`src/sv/rrt_tree_grow_defines.svh`:
```
// assertion macros for the tree grow block
`ifndef RRT_TREE_GROW_DEFINES_SVH
`define RRT_TREE_GROW_DEFINES_SVH
`define RTG_ASSERT(lbl, prop, msg) \
  lbl: assert property (@(posedge clk_i) disable iff (!rst_ni) prop) else $error(msg);
`define RTG_ASSERT_RST(lbl, prop, msg) \
  lbl: assert property (@(posedge clk_i) prop) else $error(msg);
`endif

```
`src/sv/rtg_pkg.sv`:
```
// package with types and constants of the tree grow block
package rtg_pkg;
  localparam int MaxNodes = 1024;
  localparam int CoordBits = 10;
  localparam int IdxBits = $clog2(MaxNodes);
  localparam int CntBits = IdxBits + 1;
  localparam int CfgBits = 10;
  localparam int SqBits = 2 * CoordBits + 1;
  localparam int NumObs = 3;

  typedef logic [CoordBits-1:0] coord_t;
  typedef logic [IdxBits-1:0] idx_t;
  typedef logic [CntBits-1:0] cnt_t;

  localparam logic [1:0] FuncStart = 2'd0;
  localparam logic [1:0] FuncLoad  = 2'd1;
  localparam logic [1:0] FuncGrow  = 2'd2;

  localparam logic [1:0] RegStep  = 2'd0;
  localparam logic [1:0] RegGoal  = 2'd1;
  localparam logic [1:0] RegClear = 2'd2;
  localparam logic [1:0] RegLeft  = 2'd3;

  typedef struct packed {
    logic [1:0] func;
    logic [1:0] slot;
    coord_t     x;
    coord_t     y;
    coord_t     goal_x;
    coord_t     goal_y;
  } in_t;

  typedef struct packed {
    logic   added;
    idx_t   node_index;
    coord_t node_x;
    coord_t node_y;
    idx_t   parent_index;
    logic   done_res;
  } out_t;

  // controller to datapath
  typedef struct packed {
    logic latch;      // capture input item
    logic do_start;
    logic do_load;
    logic scan_first; // first node of scan
    logic scan_rd;    // read node at scan index
    logic scan_cmp;   // compare read node
    logic sqrt_go;
    logic div_go;
    logic check;      // obstacle and wall check, append
    logic fin;        // build grow result
    logic idle_res;   // build result for start, load, unknown and skipped grow items
  } cmd_t;

  typedef struct packed {
    logic [1:0] func;
    logic       finished;
    logic       scan_last;
    logic       sqrt_busy;
    logic       div_busy;
  } sts_t;
endpackage

```
`src/sv/rtg_regs.sv`:
```
// apb register file of the tree grow block
module rtg_regs (
  input  logic        clk_i,
  input  logic        rst_ni,
  input  logic        psel,
  input  logic        penable,
  input  logic        pwrite,
  input  logic [3:0]  paddr,
  input  logic [31:0] pwdata,
  output logic [31:0] prdata,
  output logic        pready,
  output logic [rtg_pkg::CfgBits-1:0] step_o,
  output logic [rtg_pkg::CfgBits-1:0] goal_o,
  output logic [rtg_pkg::CfgBits-1:0] clear_o,
  output logic [rtg_pkg::CfgBits-1:0] left_o
);
  logic [rtg_pkg::CfgBits-1:0] step_q, goal_q, clear_q, left_q;
  logic wr;
  assign pready = 1'b1;
  assign wr = psel && penable && pwrite;
  always_ff @(posedge clk_i or negedge rst_ni) begin
    if (!rst_ni) begin
      step_q  <= 10'd20;
      goal_q  <= 10'd10;
      clear_q <= 10'd40;
      left_q  <= 10'd0;
    end else if (wr && paddr[1:0] == 2'b00) begin
      case (paddr[3:2])
        rtg_pkg::RegStep:  step_q  <= pwdata[9:0];
        rtg_pkg::RegGoal:  goal_q  <= pwdata[9:0];
        rtg_pkg::RegClear: clear_q <= pwdata[9:0];
        rtg_pkg::RegLeft:  left_q  <= pwdata[9:0];
        default: ;
      endcase
    end
  end
  always_comb begin
    case (paddr[3:2])
      rtg_pkg::RegStep:  prdata = {22'd0, step_q};
      rtg_pkg::RegGoal:  prdata = {22'd0, goal_q};
      rtg_pkg::RegClear: prdata = {22'd0, clear_q};
      rtg_pkg::RegLeft:  prdata = {22'd0, left_q};
      default:           prdata = '0;
    endcase
  end
  assign step_o  = step_q;
  assign goal_o  = goal_q;
  assign clear_o = clear_q;
  assign left_o  = left_q;
endmodule

```
`config.mk`:
```
export PLATFORM = sky130hd
export DESIGN_NAME = rtg_regs
export DESIGN_NICKNAME = d
export VERILOG_FILES = /design/src/sv/rrt_tree_grow_defines.svh /design/src/sv/rtg_pkg.sv /design/src/sv/rtg_regs.sv
export SDC_FILE = /design/constraint.sdc
export NUM_CORES = 1
export LEC_CHECK = 0
export BUFFER_PORTS_ARGS = -buffer_cell sky130_fd_sc_hd__buf_2
export CORE_UTILIZATION = 44
export DETAILED_ROUTE_END_ITERATION = 10
export PLACE_DENSITY_LB_ADDON = 0.1
export SKIP_CTS_REPAIR_TIMING = 1
export SLEW_MARGIN = 20
export SYNTH_ARGS = -nofsm -noshare
export SYNTH_HDL_FRONTEND = slang
export SYNTH_SLANG_ARGS = --single-unit
```
`constraint.sdc`:
```
create_clock -name clk_i -period 1.4 [get_ports clk_i]
set_input_delay 0.14 -clock clk_i [delete_from_list [all_inputs] [get_ports clk_i]]
set_output_delay 0.14 -clock clk_i [all_outputs]
set_load 0.05 [all_outputs]
```
==> impl_metrics.yaml <==
clocking:
  tritoncts: "built"
  root_buffer: "clkbuf_8"
  cts_max_path_buffers: 2
  clock_latency_ps: 280
  htree_levels: 2
  path_clk_slew_ps: 80
  cts.sinks: 40
  cts_buffers: 5
die:
  core_area_um2: 4414
  start_util_pct: 46.63
  row_count: 24
  design.die.area_um2: 4955
  die_height_um: 70.40
  io_pins: 114
  die_w_um: 70.40
placed_design:
  gp_congestion: 0.7155
  portBuffers: 68
  place.detailed.hpwl_um: 3279
  dp_slack_ps: 3.231
logic_synthesis:
  netlist_area_um2: 2058
  synth.most_common_cell: "dfrtp_1"
  ys_ff_latch: 40
  ys_top_cells_by_area: "dfrtp_1 41%, mux2_4 15%, mux2_2 11%, mux4_2 11%, buf_4 9.1%"
  yosysWarnings: 0
  synthTopCellsByCount: "34 x dfrtp_1, 25 x buf_4, 20 x mux2_2, 20 x mux2_4, 10 x mux4_2"
  yosysUniqueCellTypes: 16
  synth_area_per_cell_um2: 16.21
  synth-edff-count: 0
  synthFlopType: "dfrtp_1"
  syn_inst: 127
  yosys.area.top_type: "dfrtp_1"
  ys_seq_area_share_pct: 49.00
  synth.top_cell.area_share_pct: 41.34
  ys_async_sr_fraction_pct: 100.0
sta:
  hold_violations: 0
  setup_slack_ps: -101.3
  setup_viol_count_final: 10
  rsz0062_at_grt: "yes"
  maxSlewViolCount: 0
  clock_skew_ps: 0
  max_freq_mhz: 666.1
  min_period_ps: 1501
  finalCritPeriodShare_pct: 107.2
cells_and_area:
  antennaDiodeCount: 0
  fillers: 364
  drive_gt1_share_pct: 71.36
  final_core_util_pct: 61.25
  final_nets: 260
  area_growth_pct: 31.37
global_route:
  grt_pass1_vias: 1332
  antenna_found_initial: 0
  grtUsageMet1_pct: 25.62
  grt_overflow_total: 0
  grt_use_met3_pct: 5.628
  grt_pass1_wl_um: 7058
  grt_max_degree: 22
  grt_usage_pct: 19.12
  gr-usage-met2_pct: 31.11
  grt-busiest-layer: "met2"
drt:
  vias_per_cell: 4.989
  drtPass1Iterations: 4
  drc: 0
  wirelength_um: 4571
  dr.first_iter.drc_count: 26
  num_vias: 1357
  ant_nets: 0
  wl_per_cell_um: 16.81
min_path:
  holdCritPathClass: "in -> reg"
setup_path:
  required_ps: 1260
  path_max_fanout: 3
  endpoint_kind: "output port"
  arrival_ps: 1360
  critical_path_class: "reg -> out"
  startpoint_type: "flop"
pwr:
  p_per_area_nw_per_um2: 1404
  ir_worst_vdd_v: 0.0008005
  power_leakage_nw: 1.504
run:
  drv_cap: 0
run_status:
  violations: "negative setup slack"
  status: "finished, violations left"
power breakdown:
part | total [mW] | leakage [nW] | internal, mW | switching (mW)
Clock | 0.731 | 0.0422 | 0.350 | 0.381
Sequential | 1.44 | 0.514 | 1.33 | 0.113
Combinational | 1.63 | 0.948 | 0.528 | 1.10
Total | 3.80 | 1.50 | 2.20 | 1.59
critical path, cell delays in order (launching register included):
cell and delay [ps]:
dfrtp_1 400, mux4_2 500, buf_6 170
cell usage in the layout, fill, tap and decap left out, types with 2 or more instances in the layout:
cell type / Yosys / routed
mux2_4: 20 / 20
buf_6: 2 / 10
mux2_2: 20 / 20
buf_2: 1 / 58
clkbuf_1: 0 / 2
conb_1: 2 / 23
dfrtp_1: 34 / 34
mux4_2: 10 / 10
clkbuf_8: 0 / 5
buf_12: 0 / 4
buf_4: 25 / 19
dfstp_2: 6 / 6
per-stage QoR:
stage                     cells  hold slack (ps)  area (um2)  setup TNS (ps)  total power [mW]
after floorplan             148           -155.6        2137               0             2.640
after global placement      248            124.8        2437               0             2.904
after detailed placement    248            134.0        2437               0             2.937
after CTS                   256           -176.8        2519           -1249             3.677
after global routing        272            119.2        2704           -1172             3.974
final                       272            128.1        2704          -730.4             3.797
logic make-up (layout without fill, tap and decap cells):
group / Yosys count / in the layout / share of synthesized area (%)
DFF: 40 / 40 / 49.00
muxes: 50 / 50 / 36.47
buffers and inverters: 28 / 100 / 10.46
and+or+nand+nor: 7 / 7 / 3.708
other: 2 / 23 / 0.3649
layout make-up:
type / instances / area, um2 / share of cell area, %
tap: 52 / 65.06 / 2.406
clock buffer: 7 / 76.32 / 2.823
multi-input combinational: 80 / 913.4 / 33.78
clock inverter: 1 / 5.005 / 0.1851
sequential: 40 / 1008 / 37.30
timing repair buffer: 92 / 635.6 / 23.51
final timing paths:
path / from / cells after the start / slack, ps / endpoint
max in group asynchronous: rst_ni / 3 / 490 / step_o[2]$_DFFE_PN1P_
min in group asynchronous: rst_ni / 2 / 350 / clear_o[0]$_DFFE_PN0P_
setup / recovery: left_o[7]$_DFFE_PN0P_ / 2 / -100 / prdata[7]
setup reg to reg: goal_o[9]$_DFFE_PN0P_ / 2 / 500 / goal_o[9]$_DFFE_PN0P_
hold reg to reg: left_o[3]$_DFFE_PN0P_ / 1 / 530 / left_o[3]$_DFFE_PN0P_
hold / removal: pwdata[7] / 2 / 130 / clear_o[7]$_DFFE_PN0P_
routing by layer:
layer  share of wire, %  vias up
li1                   -      599
met1                 42      692
met2                 52       62
met3                6.0        4
met4               0.59        0
met5                  0        -
registers in the layout, summed over array words and instances (netlist names):
register and cells:
clear_o 10, goal_o 10, left_o 10, step_o 10
Note: power is estimated with default switching activity, not from simulation.
