`src/sv/rrt_tree_grow_defines.svh`:
```
// assertion macros for the tree grow block
`ifndef RRT_TREE_GROW_DEFINES_SVH
`define RRT_TREE_GROW_DEFINES_SVH
`define RTG_ASSERT(lbl, prop, msg) \
  lbl: assert property (@(posedge clk_i) disable iff (!rst_ni) prop) else $error(msg);
`define RTG_ASSERT_RST(lbl, prop, msg) \
  lbl: assert property (@(posedge clk_i) prop) else $error(msg);
`endif

```
`src/sv/rtg_pkg.sv`:
```
// package with types and constants of the tree grow block
package rtg_pkg;
  localparam int MaxNodes = 1024;
  localparam int CoordBits = 10;
  localparam int IdxBits = $clog2(MaxNodes);
  localparam int CntBits = IdxBits + 1;
  localparam int CfgBits = 10;
  localparam int SqBits = 2 * CoordBits + 1;
  localparam int NumObs = 3;

  typedef logic [CoordBits-1:0] coord_t;
  typedef logic [IdxBits-1:0] idx_t;
  typedef logic [CntBits-1:0] cnt_t;

  localparam logic [1:0] FuncStart = 2'd0;
  localparam logic [1:0] FuncLoad  = 2'd1;
  localparam logic [1:0] FuncGrow  = 2'd2;

  localparam logic [1:0] RegStep  = 2'd0;
  localparam logic [1:0] RegGoal  = 2'd1;
  localparam logic [1:0] RegClear = 2'd2;
  localparam logic [1:0] RegLeft  = 2'd3;

  typedef struct packed {
    logic [1:0] func;
    logic [1:0] slot;
    coord_t     x;
    coord_t     y;
    coord_t     goal_x;
    coord_t     goal_y;
  } in_t;

  typedef struct packed {
    logic   added;
    idx_t   node_index;
    coord_t node_x;
    coord_t node_y;
    idx_t   parent_index;
    logic   done_res;
  } out_t;

  // controller to datapath
  typedef struct packed {
    logic latch;      // capture input item
    logic do_start;
    logic do_load;
    logic scan_first; // first node of scan
    logic scan_rd;    // read node at scan index
    logic scan_cmp;   // compare read node
    logic sqrt_go;
    logic div_go;
    logic check;      // obstacle and wall check, append
    logic fin;        // build grow result
    logic idle_res;   // build result for start, load, unknown and skipped grow items
  } cmd_t;

  typedef struct packed {
    logic [1:0] func;
    logic       finished;
    logic       scan_last;
    logic       sqrt_busy;
    logic       div_busy;
  } sts_t;
endpackage

```
`src/sv/rtg_ctrl.sv`:
```
// controller state machine of the tree grow block
module rtg_ctrl (
  input  logic           clk_i,
  input  logic           rst_ni,
  input  logic           in_valid_i,
  output logic           in_ready_o,
  output logic           out_valid_o,
  input  logic           out_ready_i,
  input  rtg_pkg::sts_t  sts_i,
  output rtg_pkg::cmd_t  cmd_o
);
  typedef enum logic [7:0] {
    StIdle  = 8'b0000_0001,
    StDec   = 8'b0000_0010,
    StRead  = 8'b0000_0100,
    StCmp   = 8'b0000_1000,
    StSqrt  = 8'b0001_0000,
    StDiv   = 8'b0010_0000,
    StCheck = 8'b0100_0000,
    StFin   = 8'b1000_0000
  } state_e;

  state_e state_q, state_d;
  logic   ov_q, ov_d;
  logic   first_q, first_d;

  assign in_ready_o  = (state_q == StIdle) && (!ov_q || out_ready_i);
  assign out_valid_o = ov_q;

  always_comb begin
    state_d = state_q;
    first_d = first_q;
    ov_d    = ov_q && !out_ready_i;
    cmd_o   = '0;
    case (state_q)
      StIdle: begin
        if (in_valid_i && in_ready_o) begin
          cmd_o.latch = 1'b1;
          state_d = StDec;
        end
      end
      StDec: begin
        if (sts_i.func == rtg_pkg::FuncGrow && !sts_i.finished) begin
          cmd_o.scan_rd = 1'b1;
          first_d = 1'b1;
          state_d = StRead;
        end else begin
          cmd_o.do_start = (sts_i.func == rtg_pkg::FuncStart);
          cmd_o.do_load  = (sts_i.func == rtg_pkg::FuncLoad);
          cmd_o.idle_res = 1'b1;
          ov_d = 1'b1;
          state_d = StIdle;
        end
      end
      StRead: begin
        cmd_o.scan_cmp   = 1'b1;
        cmd_o.scan_first = first_q;
        first_d = 1'b0;
        state_d = StCmp;
      end
      StCmp: begin
        cmd_o.sqrt_go = 1'b1;
        state_d = StSqrt;
      end
      StSqrt: begin
        if (!sts_i.sqrt_busy) begin
          if (sts_i.scan_last) begin
            cmd_o.div_go = 1'b1;
            state_d = StDiv;
          end else begin
            cmd_o.scan_rd = 1'b1;
            state_d = StRead;
          end
        end
      end
      StDiv: begin
        if (!sts_i.div_busy) state_d = StCheck;
      end
      StCheck: begin
        cmd_o.check = 1'b1;
        state_d = StFin;
      end
      StFin: begin
        cmd_o.fin = 1'b1;
        ov_d = 1'b1;
        state_d = StIdle;
      end
      default: state_d = StIdle;
    endcase
  end

  always_ff @(posedge clk_i or negedge rst_ni) begin
    if (!rst_ni) begin
      state_q <= StIdle;
      ov_q    <= 1'b0;
      first_q <= 1'b0;
    end else begin
      state_q <= state_d;
      ov_q    <= ov_d;
      first_q <= first_d;
    end
  end
endmodule

```
`config.mk`:
```
export PLATFORM = sky130hd
export DESIGN_NAME = rtg_ctrl
export DESIGN_NICKNAME = d
export VERILOG_FILES = /design/src/sv/rrt_tree_grow_defines.svh /design/src/sv/rtg_pkg.sv /design/src/sv/rtg_ctrl.sv
export SDC_FILE = /design/constraint.sdc
export NUM_CORES = 1
export LEC_CHECK = 0
export BUFFER_PORTS_ARGS = -buffer_cell sky130_fd_sc_hd__clkbuf_2
export CORE_MARGIN = 2
export CORE_UTILIZATION = 41
export DETAILED_ROUTE_END_ITERATION = 12
export MAX_ROUTING_LAYER = met4
export PLACE_DENSITY = 0.75
export SLEW_MARGIN = 40
export SYNTH_ARGS = -nofsm -noshare
export SYNTH_HDL_FRONTEND = slang
export SYNTH_SLANG_ARGS = --single-unit
```
`constraint.sdc`:
```
create_clock -name clk_i -period 1.56 [get_ports clk_i]
set_input_delay 0.156 -clock clk_i [delete_from_list [all_inputs] [get_ports clk_i]]
set_output_delay 0.156 -clock clk_i [all_outputs]
set_load 0.01 [all_outputs]
```
==> reports/summary.txt, run 1 <==
OUTCOME
---------------------------------------------------------------------------------------
Status                                                                     finished, violations left
Violations in the final reports                                            setup timing

CRITICAL PATH
---------------------------------------------------------------------------------------
Cell family with most CP delay                                             simple AND/OR/NAND/NOR gates
Critical-path top delay cell                                                      or4_4
Worst EP arrival                                                                1.96 ns
Max Fanout on Critical Path                                                           4
Reg-to-reg slack, setup                                                        -0.37 ns
CP Data Required Time                                                           1.40 ns
Capturing element type of the critical path                                primary output
Type of the worst setup path                                               flop to primary output
Startpoint Class                                                                   flop
Worst Reg-to-Reg Cells                                                                8
Worst R2R End                                                                   first_q
Number of buffers and inverters on the critical path                                  1
Delay of the slowest cell on the worst path                                     0.57 ns
Series of cell instances along the critical path                           or4_4, nor3_4, nand2_2, nor3_2, buf_2
Origin of the critical flop-to-flop path                                     state_q[2]

DETAILED ROUTING
---------------------------------------------------------------------------------------
Via count                                                                           715
Pre-Repair DR Iteration Count                                                         5
Residual antenna-violating net count after detailed routing                           0
DRC                                                                                   0
Number of vias per cell after detailed routing                                     5.63
Routed wire length per instance                                                 16.6 um
Number of violations reported at the end of detailed-routing iteration 0             16
Drt total wl                                                                    2.11 mm

SYNTHESIS
---------------------------------------------------------------------------------------
Yosys warns                                                                           0
Cell types with the largest area share after synthesis                     dfrtp_1 (37%), and4b_2 (5.6%), nor3b_1 (5.0%), dfstp_2 (4.3%), nor3_1 (3.3%)
Average cell area after synthesis                                            9.59 sq um
Fraction of post-synthesis cell area in the top cell type by area                 37.3%
Prevailing post-synth register cell                                             dfrtp_1
Proportion of synthesized chip area in sequential cells                           41.6%
FF+latch count, synth                                                                10
Gate Count Post-Synth                                                                63
Count of cell types in the netlist                                                   30
Cell taking the most area after synthesis                                       dfrtp_1
Async SR Flop Fraction                                                             100%
Cell Area, Synth                                                              604 sq um
Count of flip-flops with a built-in enable after synthesis                            0
Commonest cells in the netlist                                             dfrtp_1 (9), inv_1 (5), nand2_1 (4), nor3_1 (4), nor3b_1 (4)
Cell with the most instances after synthesis                                    dfrtp_1
Net count of the mapped netlist                                                      73

CELLS AND AREA
---------------------------------------------------------------------------------------
Net count reported at finish                                                        123
Area of all placed cells without fillers                                     1070 sq um
Layout cell share with drive strength beyond 1                                    61.6%
Area added between synthesis and finish                                           77.2%
Final antenna diode count                                                             0
Fill cell count                                                                      84

FLOORPLANNING
---------------------------------------------------------------------------------------
Starting Density                                                                  45.3%
Ports placed on the boundary                                                         23
Vert. Die Dim                                                                   42.4 um
FP Rows                                                                              13
Overall die area                                                             1800 sq um
Core Box Area                                                                1330 sq um
Die Span X                                                                      42.4 um

GLOBAL ROUTING
---------------------------------------------------------------------------------------
Grt met2 use                                                                      43.7%
First-pass GRT wire length                                                      3.35 mm
Routing usage on met1                                                             31.7%
Number of antenna violations at the first check in global routing                     0
Grt ovf                                                                               0
Aggregate global-route resource usage                                             26.2%
Largest net degree at the start of global routing                                    11
Global-route layer with the greatest usage                                         met2
Via count of the first global-routing pass                                          693
Met3 track demand over resource in global routing                                 3.45%

TIMING
---------------------------------------------------------------------------------------
Period Utilization, post-route                                                     135%
Worst-case hold slack                                                         0.0991 ns
Setup violations, final                                                              18
Slew Limit Fails                                                                      0
Slew margin rel.                                                                  65.4%
Least setup slack across all paths after layout                               -0.554 ns
Hold violation count in the final report                                              0
Worst Tran Pin Value                                                           0.517 ns
Post-Route Skew                                                              0.00335 ns
Unrepaired setup endpoints after global routing                                    true
Setup tns final                                                                -6.00 ns
Tmin final                                                                      2.11 ns
Highest Clock Rate                                                            0.473 GHz

CLOCK TREE
---------------------------------------------------------------------------------------
Number of levels the H-tree was split into                                            1
CTS tree                                                                           done
Root buffer cell                                                               clkbuf_4
Maximum buffer depth of the clock tree                                                2
Clock latency on the worst-skew pair                                            0.27 ns
Total number of clock tree sinks                                                     10
Clock slew seen by the registers of the worst setup and hold paths              0.08 ns
Cts bufs inserted                                                                     3

PWR
---------------------------------------------------------------------------------------
Clock Power Share                                                                 31.0%
Flop pwr share                                                                    37.1%
Switch Pwr                                                                     0.244 mW
VDD IR max                                                                     0.599 mV
Switching fraction of total power                                                 30.4%
Int Pwr                                                                        0.558 mW
Comb pwr share                                                                    31.9%
Pwr per Cell Area                                                           749 nW/um^2
Leak pwr                                                                       0.554 nW

HOLD PATH
---------------------------------------------------------------------------------------
Number of cells traversed by the worst hold path                                      2
Worst min-delay path startpoint                                                sts_i[2]
Hold crit path type                                                        input pin to flop
Worst Hold Endpoint                                                          state_q[2]

PLACE
---------------------------------------------------------------------------------------
RePlAce Congestion                                                                0.819
Quantity of I/O buffers inserted on ports                                            22
Sum of net half-perimeters after detailed placement                             1.28 mm
Placed Area                                                                   837 sq um
Post-placement worst setup slack                                              -0.214 ns

FLOW RUN
---------------------------------------------------------------------------------------
Max Cap Viol                                                                          0

placed cells by master (no fill, tap or decap), drive strengths merged, types with 2 or more instances in the layout:
cell     n
nor2     3
buf     28
clkbuf  20
nor2b    3
nand3    2
nor3     5
nor3b    4
nand2    4
and4b    3
and4     2
nand4b   2
nand2b   2
dfrtp    9
and3     3
inv      5
o21ai    3
worst max-delay path by stage:
stage | from | to | slack [ns] | depth (start not counted)
after detailed placement | state_q[2] | cmd_o[8] | -0.21 | 5
after global placement | state_q[2] | cmd_o[8] | -0.15 | 5
after CTS | state_q[2] | cmd_o[8] | -0.47 | 5
final | state_q[2] | cmd_o[9] | -0.55 | 5
after floorplan | state_q[2] | state_q[6] | -0.13 | 4
after global routing | state_q[2] | cmd_o[8] | -0.60 | 5
logic make-up after synthesis:
| group | count (synthesis) | synth area share (%) |
|---|---|---|
| AND/OR/NAND/NOR | 36 | 41.0 |
| buffers and inverters | 5 | 3.11 |
| flip-flops | 10 | 41.6 |
| AO/OA/AOI/OAI | 11 | 12.8 |
| XOR/XNOR | 1 | 1.45 |
metal layers:
metal  up-vias  wire [um]
met5         -          0
met4         0         36
met3         4         95
li1        336          -
met2        27       1130
met1       348        852
power groups by stage:
stage	logic (mW)	registers (mW)	clock network, mW
6_report	0.256	0.298	0.248
3_3_place_gp	0.168	0.302	0
4_1_cts	0.234	0.298	0.244
3_5_place_dp	0.173	0.304	0
2_1_floorplan	0.0954	0.303	0
5_1_grt	0.274	0.303	0.259
sequential cells by signal, indices dropped and copies added (netlist names):
name / count
first_q: 1
out_valid_o: 1
state_q: 8
through the flow:
step                cells  power (mW)  util [%]
global placement      112       0.471      62.8
floorplan              63       0.398         -
finish                127       0.802      80.3
detailed placement    112       0.477      62.8
CTS                   125       0.775      75.1
global route          127       0.836      80.3
layout make-up:
| type | count | area, sq um | share of cell area (%) |
|---|---|---|---|
| well taps | 15 | 18.8 | 1.75 |
| clock buffers | 4 | 36.3 | 3.39 |
| multi-input cells | 48 | 420 | 39.3 |
| inverters | 5 | 18.8 | 1.75 |
| flip-flops and latches | 10 | 251 | 23.5 |
| repair buffers | 45 | 325 | 30.4 |
what timing repair did:
item / in CTS / in global routing
setup buffers: 8 / 2
hold buffers: 1 / 0
hold endpoints to repair: 10 / 0
pin swaps: 6 / 4
endpoints found under the setup margin: 17 / 18
gates resized for setup: 18 / 17
(Power assumes the default switching activity.)
==> run 2, diff against run 1 <==
--- a/config.mk
+++ b/config.mk
@@ -6,11 +6,11 @@
 export NUM_CORES = 1
 export LEC_CHECK = 0
 export BUFFER_PORTS_ARGS = -buffer_cell sky130_fd_sc_hd__clkbuf_2
-export CORE_MARGIN = 2
-export CORE_UTILIZATION = 41
+export CORE_AREA = 2 2 39 41
 export DETAILED_ROUTE_END_ITERATION = 12
+export DIE_AREA = 0 0 41 43
 export MAX_ROUTING_LAYER = met4
-export PLACE_DENSITY = 0.75
+export PLACE_DENSITY = 0.79
 export SLEW_MARGIN = 40
 export SYNTH_ARGS = -nofsm -noshare
 export SYNTH_HDL_FRONTEND = slang
==> constraint.sdc (replaced) <==
create_clock -name clk_i -period 2.7 [get_ports clk_i]
set_input_delay 0.27 -clock clk_i [delete_from_list [all_inputs] [get_ports clk_i]]
set_output_delay 0.27 -clock clk_i [all_outputs]
set_load 0.01 [all_outputs]
==> run 2 against run 1 <==
  * Clock power decreased by 46%
  * Hold slack better by 0.17 ns
  * Clock skew decreased by 0.0013 ns
  * The run now ends clean
  * Utilization is 24 points lower
  * Flip-flop and latch count unchanged
  * Via count is 17% lower
  * Critical path type unchanged
  * Register-to-register slack improved by 1.3 ns
  * Highest routed layer unchanged
==> reports/summary.txt, run 2 (synthesis gave the netlist of run 1 again) <==
OUTCOME
---------------------------------------------------------------------------------------
Status                                                                        completed

CELLS AND AREA
---------------------------------------------------------------------------------------
Leading cell type in the layout, fill and taps excluded                        clkbuf_2
Post-layout util                                                                  56.4%   -24 points
Largest register FFs                                                                  8   unchanged
Top register by number of flip-flops                                            state_q
Net count reported at finish                                                        101   -18%
Commonest cells after routing, fill and taps aside                         clkbuf_2 (22), dfrtp_1 (9), inv_1 (5)
Layout cell share with drive strength beyond 1                                    37.8%   -24 points
Area added between synthesis and finish                                           29.2%
Final antenna diode count                                                             0   unchanged

CLOCK TREE
---------------------------------------------------------------------------------------
Cts bufs inserted                                                                     3   unchanged
Count of hold buffers inserted by post-cts repair                                     1   unchanged
Number of levels the H-tree was split into                                            1   unchanged
Clock latency on the worst-skew pair                                            0.27 ns   about the same
CTS tree                                                                           done
# resized after CTS                                                                   0   -18
Root buffer cell                                                               clkbuf_4
Maximum buffer depth of the clock tree                                                2   unchanged
Total number of clock tree sinks                                                     10   unchanged
Clock slew seen by the registers of the worst setup and hold paths              0.06 ns   -0.02 ns
Number of setup buffers added after CTS                                               0   -8

TIMING
---------------------------------------------------------------------------------------
Slew margin rel.                                                                  56.2%   -9.3 points
Highest Clock Rate                                                            0.442 GHz
Tmin final                                                                      2.26 ns
Setup violations, final                                                               0   -18
Period Utilization, post-route                                                    83.7%
Worst Tran Pin Value                                                           0.653 ns   +0.135 ns
Hold violation count in the final report                                              0   unchanged
Setup tns final                                                                    0 ns   +6.00 ns
Unrepaired setup endpoints after global routing                                   false
Post-Route Skew                                                              0.00205 ns   -0.00130 ns
Slew Limit Fails                                                                      0   unchanged

FLOORPLANNING
---------------------------------------------------------------------------------------
Core Box Area                                                                1380 sq um   +3.8%
Vert. Die Dim                                                                     43 um   +1.4%
Ports placed on the boundary                                                         23   unchanged
Die Span X                                                                        41 um   -3.3%
Overall die area                                                             1760 sq um   -1.9%
Starting Density                                                                  43.7%   -1.6 points
FP Rows                                                                              14   +1

PLACE
---------------------------------------------------------------------------------------
Sum of net half-perimeters after detailed placement                             1.06 mm   -17%
RePlAce Congestion                                                                0.885   +8.0%
Quantity of I/O buffers inserted on ports                                            22   unchanged

PWR
---------------------------------------------------------------------------------------
Pwr per Cell Area                                                           508 nW/um^2   -32%
Power, Total                                                                   0.397 mW   -51%
Leak pwr                                                                       0.403 nW   -27%
VDD IR max                                                                     0.191 mV   -68%

CRITICAL PATH
---------------------------------------------------------------------------------------
Critical-path top delay cell                                                      or4_4
Type of the worst setup path                                               flop to primary output
Startpoint of the worst setup timing path                                    state_q[2]
Origin of the critical flop-to-flop path                                     state_q[2]
Worst EP arrival                                                                1.99 ns   +0.03 ns
CP Data Required Time                                                           2.43 ns   +1.03 ns
Delay of the slowest cell on the worst path                                     0.58 ns   about the same
Capturing element type of the critical path                                primary output
Startpoint Class                                                                   flop
Series of cell instances along the critical path                           or4_4, nor3_4, nand2_1, nor3b_1, clkbuf_2
Max Fanout on Critical Path                                                           7   +3

HOLD PATH
---------------------------------------------------------------------------------------
Worst min-delay path startpoint                                                sts_i[1]
Hold crit path type                                                        input pin to flop

DETAILED ROUTING
---------------------------------------------------------------------------------------
Routed wire length per instance                                                 12.8 um   -23%
Number of vias per cell after detailed routing                                     5.61   -0.30%
Via count                                                                           595   -17%
DRC                                                                                   0   unchanged
Number of violations reported at the end of detailed-routing iteration 0              9   -7
Pre-Repair DR Iteration Count                                                         4   -1
Drt total wl                                                                    1.35 mm   -36%
Residual antenna-violating net count after detailed routing                           0   unchanged

GLOBAL ROUTING
---------------------------------------------------------------------------------------
Number of antenna violations at the first check in global routing                     0   unchanged
Aggregate global-route resource usage                                             20.1%   -6.0 points
Via count of the first global-routing pass                                          579   -16%
First-pass GRT wire length                                                      2.38 mm   -29%
Grt ovf                                                                               0   unchanged
Largest net degree at the start of global routing                                    11   unchanged

FLOW RUN
---------------------------------------------------------------------------------------
Max Cap Viol                                                                          0   unchanged

==> run 2: power by group <==
part	total (mW)	internal, mW	switching (mW)
Sequential	0.172	0.164	0.00826
Clock	0.135	0.0819	0.0531
Combinational	0.0898	0.0404	0.0494
==> run 2: area by class of cell <==
type / instances / area (sq um)
tap: 16 / 20.0
timing repair buffer: 23 / 120
sequential: 10 / 251
multi-input combinational: 48 / 334
inverter: 5 / 18.8
fill: 126 / 603
clock buffer: 4 / 36.3
==> run 2: final timing paths <==
path / to / slack (ns) / depth (start not counted)
worst max-delay path: cmd_o[8] / 0.44 / 5
worst min-delay path: state_q[4] / 0.27 / 3
worst max register to register: state_q[6] / 0.96 / 4
worst min register to register: first_q / 0.53 / 2
max in group asynchronous: state_q[0] / 2.04 / 2
min in group asynchronous: state_q[6] / 0.40 / 2
==> run 2: worst max-delay path: cells and delay by family (launching register included) <==
family	cells	cell delay, ns
buf+inv	1	0.16
simple gates	4	1.14
flops	1	0.43
==> run 2: per-stage QoR <==
stage | instance area [sq um] | instances | hold slack (ns) | setup WS [ns]
6_report | 781 | 106 | 0.267 | 0.439
5_1_grt | 781 | 106 | 0.280 | 0.249
4_1_cts | 781 | 106 | 0.268 | 0.440
3_5_place_dp | 734 | 101 | 0.148 | 0.734
3_3_place_gp | 734 | 101 | 0.147 | 0.774
2_1_floorplan | 604 | 63 | -0.0256 | 0.825
==> run 2: per-layer routing <==
| layer | global-route usage (%) | routed length, um | vias to the layer above |
|---|---|---|---|
| li1 | - | - | 292 |
| met1 | 23.5 | 551 | 282 |
| met2 | 32.8 | 714 | 17 |
| met3 | 1.57 | 54 | 4 |
| met4 | 10.0 | 33 | 0 |
| met5 | - | 0 | - |
